==> config.mk <==
export PLATFORM = sky130hd
export DESIGN_NAME = ellipse_midpoint_raster
export DESIGN_NICKNAME = d
export VERILOG_FILES = /design/src/hw/rtl/emr_pkg.sv /design/src/hw/rtl/ellipse_midpoint_raster.sv
export SDC_FILE = /design/constraint.sdc
export NUM_CORES = 2
export LEC_CHECK = 0
export BUFFER_PORTS_ARGS = -buffer_cell sky130_fd_sc_hd__buf_2
export CORE_MARGIN = 8
export CORE_UTILIZATION = 55
export DETAILED_ROUTE_END_ITERATION = 10
export HOLD_SLACK_MARGIN = 0.15
export PLACE_DENSITY = 0.77
export SYNTH_ARGS = -nofsm -noshare
export SYNTH_HDL_FRONTEND = slang
export SYNTH_SLANG_ARGS = --single-unit
==> constraint.sdc <==
create_clock -name clk -period 9.6 [get_ports clk]
set_input_delay 0.96 -clock clk [delete_from_list [all_inputs] [get_ports clk]]
set_output_delay 0.96 -clock clk [all_outputs]
set_load 0.01 [all_outputs]
==> src/hw/rtl/emr_pkg.sv <==
`default_nettype none

package emr_pkg;

	// request kind carried on the slave-side tuser
	localparam logic KIND_START   = 1'b0;
	localparam logic KIND_ADVANCE = 1'b1;

	typedef enum logic [17:0] {
		S_IDLE = 18'b00_0000_0000_0000_0001,
		S_A2   = 18'b00_0000_0000_0000_0010,
		S_B2   = 18'b00_0000_0000_0000_0100,
		S_AB   = 18'b00_0000_0000_0000_1000,
		S_T3   = 18'b00_0000_0000_0001_0000,
		S_T3W  = 18'b00_0000_0000_0010_0000,
		S_R1X  = 18'b00_0000_0000_0100_0000,
		S_R1Y  = 18'b00_0000_0000_1000_0000,
		S_R1C  = 18'b00_0000_0001_0000_0000,
		S_R2X  = 18'b00_0000_0010_0000_0000,
		S_R2Y  = 18'b00_0000_0100_0000_0000,
		S_R2C  = 18'b00_0000_1000_0000_0000,
		S_M1   = 18'b00_0001_0000_0000_0000,
		S_M2   = 18'b00_0010_0000_0000_0000,
		S_M3   = 18'b00_0100_0000_0000_0000,
		S_M4   = 18'b00_1000_0000_0000_0000,
		S_M5   = 18'b01_0000_0000_0000_0000,
		S_EMIT = 18'b10_0000_0000_0000_0000
	} state_t;

endpackage

`default_nettype wire

==> src/hw/rtl/ellipse_midpoint_raster.sv <==
`default_nettype none

// Channel   Dir  tdata (low bit up)                     tuser           tlast
// s_*       in   center_x, center_y, semi_a, semi_b     kind            -
// m_*       out  pixel_x, pixel_y                       curve_done      last_of_point
//
// One shared multiplier (registered product) runs under a one-hot sequencer.
// Start request: a^2, b^2, 2ab, (2ab)^2. Advance request: region tests, the
// midpoint products (region 2 tests again on a region change), four pixels;
// on a finished curve, just a curve_done beat. s_tready is high only in idle.
// Output stalls hold the sequencer in its emit step; one result register sits
// on the master side. Reset leaves the block idle with the curve finished.

module ellipse_midpoint_raster
	import emr_pkg::*;
#(
	parameter int COORD_BITS = 11
) (
	input  wire logic                                       clk,
	input  wire logic                                       arst_n,
	input  wire logic                                       s_tvalid,
	output      logic                                       s_tready,
	// center_x, center_y, semi_a, semi_b
	input  wire logic [((4*COORD_BITS+7)/8)*8-1:0]          s_tdata,
	// kind
	input  wire logic                                       s_tuser,
	output      logic                                       m_tvalid,
	input  wire logic                                       m_tready,
	// pixel_x, pixel_y
	output      logic [((2*(COORD_BITS+2)+7)/8)*8-1:0]      m_tdata,
	// curve_done
	output      logic                                       m_tuser,
	output      logic                                       m_tlast
);

	localparam int C     = COORD_BITS;
	localparam int PW    = C + 1;
	localparam int OW    = C + 2;
	localparam int MW    = 2 * C + 2;
	localparam int ACC_W = 2 * MW;

	state_t state_q;

	logic [C-1:0]     cx_q, cy_q, a_q, b_q;
	logic [PW-1:0]    x_q, y_q;
	logic             r2_q, fin_q, done_q, dec_q;
	logic [1:0]       idx_q;
	logic [2*C-1:0]   a2_q, b2_q;
	logic [ACC_W-1:0] t3sq_q, acc_q, prod_q;
	logic [OW-1:0]    px_q, py_q;
	logic             last_q, user_q, out_valid_q;

	logic [MW-1:0]    op_a, op_b;
	logic [PW-1:0]    x_inc, y_inc, m_x, m_y, two_a, two_b;
	logic [OW-1:0]    cx_e, cy_e, x_e, y_e;
	logic             out_free, r1_pass, r2_pass, mid_ge;

	assign s_tready = (state_q == S_IDLE);
	assign m_tvalid = out_valid_q;
	assign m_tlast  = last_q;
	assign m_tuser  = user_q;
	assign out_free = !out_valid_q || m_tready;

	always_comb begin
		m_tdata = '0;
		m_tdata[OW-1:0]    = px_q;
		m_tdata[2*OW-1:OW] = py_q;
	end

	assign x_inc = x_q + PW'(1);
	assign y_inc = y_q + PW'(1);
	assign m_x   = (x_q == '0) ? PW'(1) : ((x_q << 1) - PW'(1));
	assign m_y   = (y_q == '0) ? PW'(1) : ((y_q << 1) - PW'(1));
	assign two_a = {a_q, 1'b0};
	assign two_b = {b_q, 1'b0};

	assign cx_e = {2'b00, cx_q};
	assign cy_e = {2'b00, cy_q};
	assign x_e  = {1'b0, x_q};
	assign y_e  = {1'b0, y_q};

	assign r1_pass = (x_q <= {1'b0, a_q}) && (acc_q <= prod_q);
	assign r2_pass = (y_q <= {1'b0, b_q}) && (acc_q >= prod_q);
	assign mid_ge  = ({1'b0, acc_q} + {1'b0, prod_q}) >= {1'b0, t3sq_q};

	// operand select for the shared multiplier
	always_comb begin
		op_a = '0;
		op_b = '0;
		unique case (state_q)
			S_A2: begin
				op_a = MW'(a_q);
				op_b = MW'(a_q);
			end
			S_B2: begin
				op_a = MW'(b_q);
				op_b = MW'(b_q);
			end
			S_AB: begin
				op_a = MW'(two_a);
				op_b = MW'(b_q);
			end
			S_T3, S_M2, S_M4: begin
				op_a = prod_q[MW-1:0];
				op_b = prod_q[MW-1:0];
			end
			S_R1X, S_R2X: begin
				op_a = MW'(x_q);
				op_b = MW'(b2_q);
			end
			S_R1Y, S_R2Y: begin
				op_a = MW'(y_q);
				op_b = MW'(a2_q);
			end
			S_M1: begin
				op_a = r2_q ? MW'(b_q) : MW'(two_b);
				op_b = r2_q ? MW'(m_x) : MW'(x_inc);
			end
			S_M3: begin
				op_a = r2_q ? MW'(two_a) : MW'(a_q);
				op_b = r2_q ? MW'(y_inc) : MW'(m_y);
			end
			default: begin
				op_a = '0;
				op_b = '0;
			end
		endcase
	end

	always_ff @(posedge clk) begin
		prod_q <= op_a * op_b;
		if (state_q == S_B2) begin
			a2_q <= prod_q[2*C-1:0];
		end
		if (state_q == S_AB) begin
			b2_q <= prod_q[2*C-1:0];
		end
		if (state_q == S_T3W) begin
			t3sq_q <= prod_q;
		end
		if (state_q == S_R1Y || state_q == S_R2Y || state_q == S_M3) begin
			acc_q <= prod_q;
		end
		if (state_q == S_M5) begin
			dec_q <= mid_ge;
		end
	end

	always_ff @(posedge clk or negedge arst_n) begin
		if (!arst_n) begin
			state_q     <= S_IDLE;
			cx_q        <= '0;
			cy_q        <= '0;
			a_q         <= '0;
			b_q         <= '0;
			x_q         <= '0;
			y_q         <= '0;
			r2_q        <= 1'b0;
			fin_q       <= 1'b1;
			done_q      <= 1'b0;
			idx_q       <= '0;
			out_valid_q <= 1'b0;
			px_q        <= '0;
			py_q        <= '0;
			last_q      <= 1'b0;
			user_q      <= 1'b0;
		end else begin
			// the emit step reloads the result register itself
			if (m_tvalid && m_tready && state_q != S_EMIT) begin
				out_valid_q <= 1'b0;
			end
			unique case (state_q)
				S_IDLE: begin
					if (s_tvalid) begin
						if (s_tuser == KIND_START) begin
							cx_q    <= s_tdata[C-1:0];
							cy_q    <= s_tdata[2*C-1:C];
							a_q     <= s_tdata[3*C-1:2*C];
							b_q     <= s_tdata[4*C-1:3*C];
							x_q     <= '0;
							y_q     <= {1'b0, s_tdata[4*C-1:3*C]};
							r2_q    <= 1'b0;
							fin_q   <= 1'b0;
							state_q <= S_A2;
						end else if (fin_q) begin
							done_q  <= 1'b1;
							state_q <= S_EMIT;
						end else if (r2_q) begin
							state_q <= S_R2X;
						end else begin
							state_q <= S_R1X;
						end
					end
				end
				S_A2:  state_q <= S_B2;
				S_B2:  state_q <= S_AB;
				S_AB:  state_q <= S_T3;
				S_T3:  state_q <= S_T3W;
				S_T3W: state_q <= S_IDLE;
				S_R1X: state_q <= S_R1Y;
				S_R1Y: state_q <= S_R1C;
				S_R1C: begin
					if (r1_pass) begin
						state_q <= S_M1;
					end else begin
						// switch to region 2 and test it in this same request
						r2_q    <= 1'b1;
						x_q     <= {1'b0, a_q};
						y_q     <= '0;
						state_q <= S_R2X;
					end
				end
				S_R2X: state_q <= S_R2Y;
				S_R2Y: state_q <= S_R2C;
				S_R2C: begin
					if (r2_pass) begin
						state_q <= S_M1;
					end else begin
						fin_q   <= 1'b1;
						done_q  <= 1'b1;
						state_q <= S_EMIT;
					end
				end
				S_M1: state_q <= S_M2;
				S_M2: state_q <= S_M3;
				S_M3: state_q <= S_M4;
				S_M4: state_q <= S_M5;
				S_M5: begin
					done_q  <= 1'b0;
					idx_q   <= '0;
					state_q <= S_EMIT;
				end
				S_EMIT: begin
					if (out_free) begin
						out_valid_q <= 1'b1;
						if (done_q) begin
							px_q    <= '0;
							py_q    <= '0;
							last_q  <= 1'b0;
							user_q  <= 1'b1;
							state_q <= S_IDLE;
						end else begin
							user_q <= 1'b0;
							last_q <= (idx_q == 2'd3);
							px_q   <= idx_q[0] ? (cx_e - x_e) : (cx_e + x_e);
							py_q   <= idx_q[1] ? (cy_e - y_e) : (cy_e + y_e);
							idx_q  <= idx_q + 2'd1;
							if (idx_q == 2'd3) begin
								// step the point after its fourth pixel
								if (r2_q) begin
									y_q <= y_inc;
									if (dec_q && x_q != '0) begin
										x_q <= x_q - PW'(1);
									end
								end else begin
									x_q <= x_inc;
									if (dec_q && y_q != '0) begin
										y_q <= y_q - PW'(1);
									end
								end
								state_q <= S_IDLE;
							end
						end
					end
				end
				default: state_q <= S_IDLE;
			endcase
		end
	end

endmodule

`default_nettype wire
==> out/results.ini <==
[outcome]
outcome=complete, no violations

[critical_path]
cp_num_buf_inv=10
critPathMostFrequentCell=fa_1
regToRegStartpoint=state_q[4]
worstPathArrival_ns=9.92
path_max_fanout=26
startpoint=state_q[4]
crit_end=prod_q[45]
end_kind=flop
worstSetupPathType=flop to flop
crit_cells=33
setup.worst_path.start_class=flop
rr_worst_depth=33
slowest_delay_ns=0.64
critical-path-top-delay-family=adder cells
cp.required_ns=10.07
crit_slowest_cell=fa_1
r2r_setup_slack_ns=0.15
rr_endpoint=prod_q[45]

[power]
powerDensity_nw_per_um2=151
p_leak_uw=0.0201
peakVddDrop_mv=0.145

[timing]
maxSlewViolCount=0
hold_viol=0
relSlewSlack_pct=22.9
worst_pin_slew_ns=1.16
setup_viol=0
timing.hold.ws_ns=0.416
timing.fmax_mhz=106
min_period_ns=9.45
fin_setup_tns_ns=0
finalCritPeriodShare_pct=98.4
worst_slack_ns=0.151
fin_skew_ns=0.0428

[placement]
dp_hpwl_um=84600
pre_cts_ws_ns=-0.192
port_buffers=78
place.gp.congestion=0.973

[grt]
grt_pass1_vias=31500
met3_usage_pct=6.37
met2_usage_pct=44.0
use_met1_pct=37.1
grt.overflow.total=0
top_usage_layer=met2
grt_max_degree=74
track_usage_pct=27.7
antenna_found_initial=2
grt_pass1_wl_um=171000

[clock_tree]
numCtsBuffers=34
htreeDepth=2
cts_buffer_depth=3
cts_tree=yes
hold_buffers=0
clock_latency_ns=0.57
clock_sink_count=309
cts-root-buf=clkbuf_16
clkTransAtPathRegs_ns=0.06

[hold_path]
hold_path_class=primary input to asynchronous set/reset pin

[floorplan]
fp-row-count=96
die_w_um=279
die_h_um=279
dieArea_um2=78000
ios=89
core_area_um2=68600
start_util_pct=55.6

[yosys]
postSynthCellCount=4241
ys_seq_area_share_pct=21.5
async_flop_share_pct=38.8
ys_warn_count=0
synth_area_leaders=fa_1, ha_1, edfxtp_1, inv_1, dfrtp_1
synthMostInstantiatedCell=inv_1
synth_cell_types=99
yosysTopAreaCell=fa_1
synth-edff-count=141
ys_ff_latch=309
synth_top_area_share_pct=25.5
syn_area_per_cell_um2=8.99
netlist_area_um2=38100
netlist_top_cells_count=inv_1, nand2_1, fa_1
ys.flop_type=edfxtp_1

[cells_and_area]
fill_cells=5639
regArea_um2=8200
drive_above_1_share_pct=9.90
nets=5284
syn_to_final_growth_pct=10.5
multi_input_area_um2=26200
fin_util_pct=61.4

[route]
antenna_left=0
routedWlPerCell_um=20.3
first_pass_iters=6
via_count=30800
drt-total-wl_um=108000
drtIter0Drc=2907
vias_per_cell=5.77
drc=0

[job]
drv_cap=0

==> layer usage <==
layer / up-vias / share of wire (%)
met5: - / 0
met2: 1571 / 45
met1: 15000 / 40
li1: 13900 / -
met4: 0 / 4.0
met3: 269 / 11
==> layout make-up <==
type	count	area share [%]
clock buffer	49	2.50
inverter	847	7.55
sequential	309	19.5
tap	931	2.77
antenna	2	0.0119
clock inverter	13	0.285
timing repair buffer	271	5.17
multi-input combinational	2914	62.2
==> repair_timing <==
item	CTS	global route
setup buffers	0	9
pin swaps	0	13
setup endpoints to repair	6	16
resized for setup	3	31
gates cloned	0	2
endpoints found under the hold margin	0	0
==> layout by cell type, fill, tap and decap left out, types with 15 or more instances in the layout <==
cell         n
inv_1      842
nand2_1    540
fa_1       485
ha_1       369
nor2_1     297
a21oi_1    194
buf_4      168
edfxtp_1   141
o21ai_0    130
xnor2_1    124
dfrtp_1    115
buf_2       77
a21o_1      63
and2_1      50
dfxtp_1     48
nor3_1      46
nand3_1     40
clkbuf_16   39
nand4_1     36
xor2_1      35
nand2b_1    33
a22o_1      26
o21bai_1    26
and3_1      24
buf_12      24
nor2b_1     23
mux2_2      22
a22oi_1     19
a31oi_1     19
a211oi_1    18
o31ai_1     18
a221oi_1    15
==> report_power, final <==
group	switching (µW)	internal (µW)
logic	1880	1230
registers	259	1590
clock network	574	799
total	2710	3630
==> per-stage QoR <==
step / instances / cell area [µm²] / power (µW)
after global routing: 5335 / 42100 / 6700
after detailed placement: 5261 / 40600 / 4840
after floorplan: 4246 / 38100 / 3790
after CTS: 5323 / 41800 / 6230
final: 5336 / 42100 / 6340
after global placement: 5261 / 40600 / 4750
==> state kept, by name (all words and copies together) (netlist names), 11 cells and up <==
signal / count
a2_q: 22
a_q: 11
acc_q: 48
b2_q: 22
b_q: 11
cx_q: 11
cy_q: 11
prod_q: 48
px_q: 13
py_q: 13
state_q: 18
t3sq_q: 48
x_q: 12
y_q: 12
==> worst min path at each step <==
stage          cells past startpoint  startpoint  slack [ns]   endpoint
2_1_floorplan                      0  prod_q[23]        0.45  acc_q[23]
3_3_place_gp                       2     px_q[9]        0.46    px_q[9]
3_5_place_dp                       2     px_q[9]        0.47    px_q[9]
4_1_cts                            1      arst_n        0.42    px_q[1]
5_1_grt                            1      arst_n        0.46    px_q[3]
6_report                           1      arst_n        0.42    px_q[3]
==> cell families after synthesis <==
logic type,after synthesis,share of synthesized area (%)
flops,309,21.5
xor+xnor,159,3.65
other cells,1,0.00984
buf+inv,1023,10.4
mux,27,0.781
simple gates,1184,14.1
compound gates,684,12.0
fa+ha+maj,854,37.6
(Power assumes the default switching activity.)
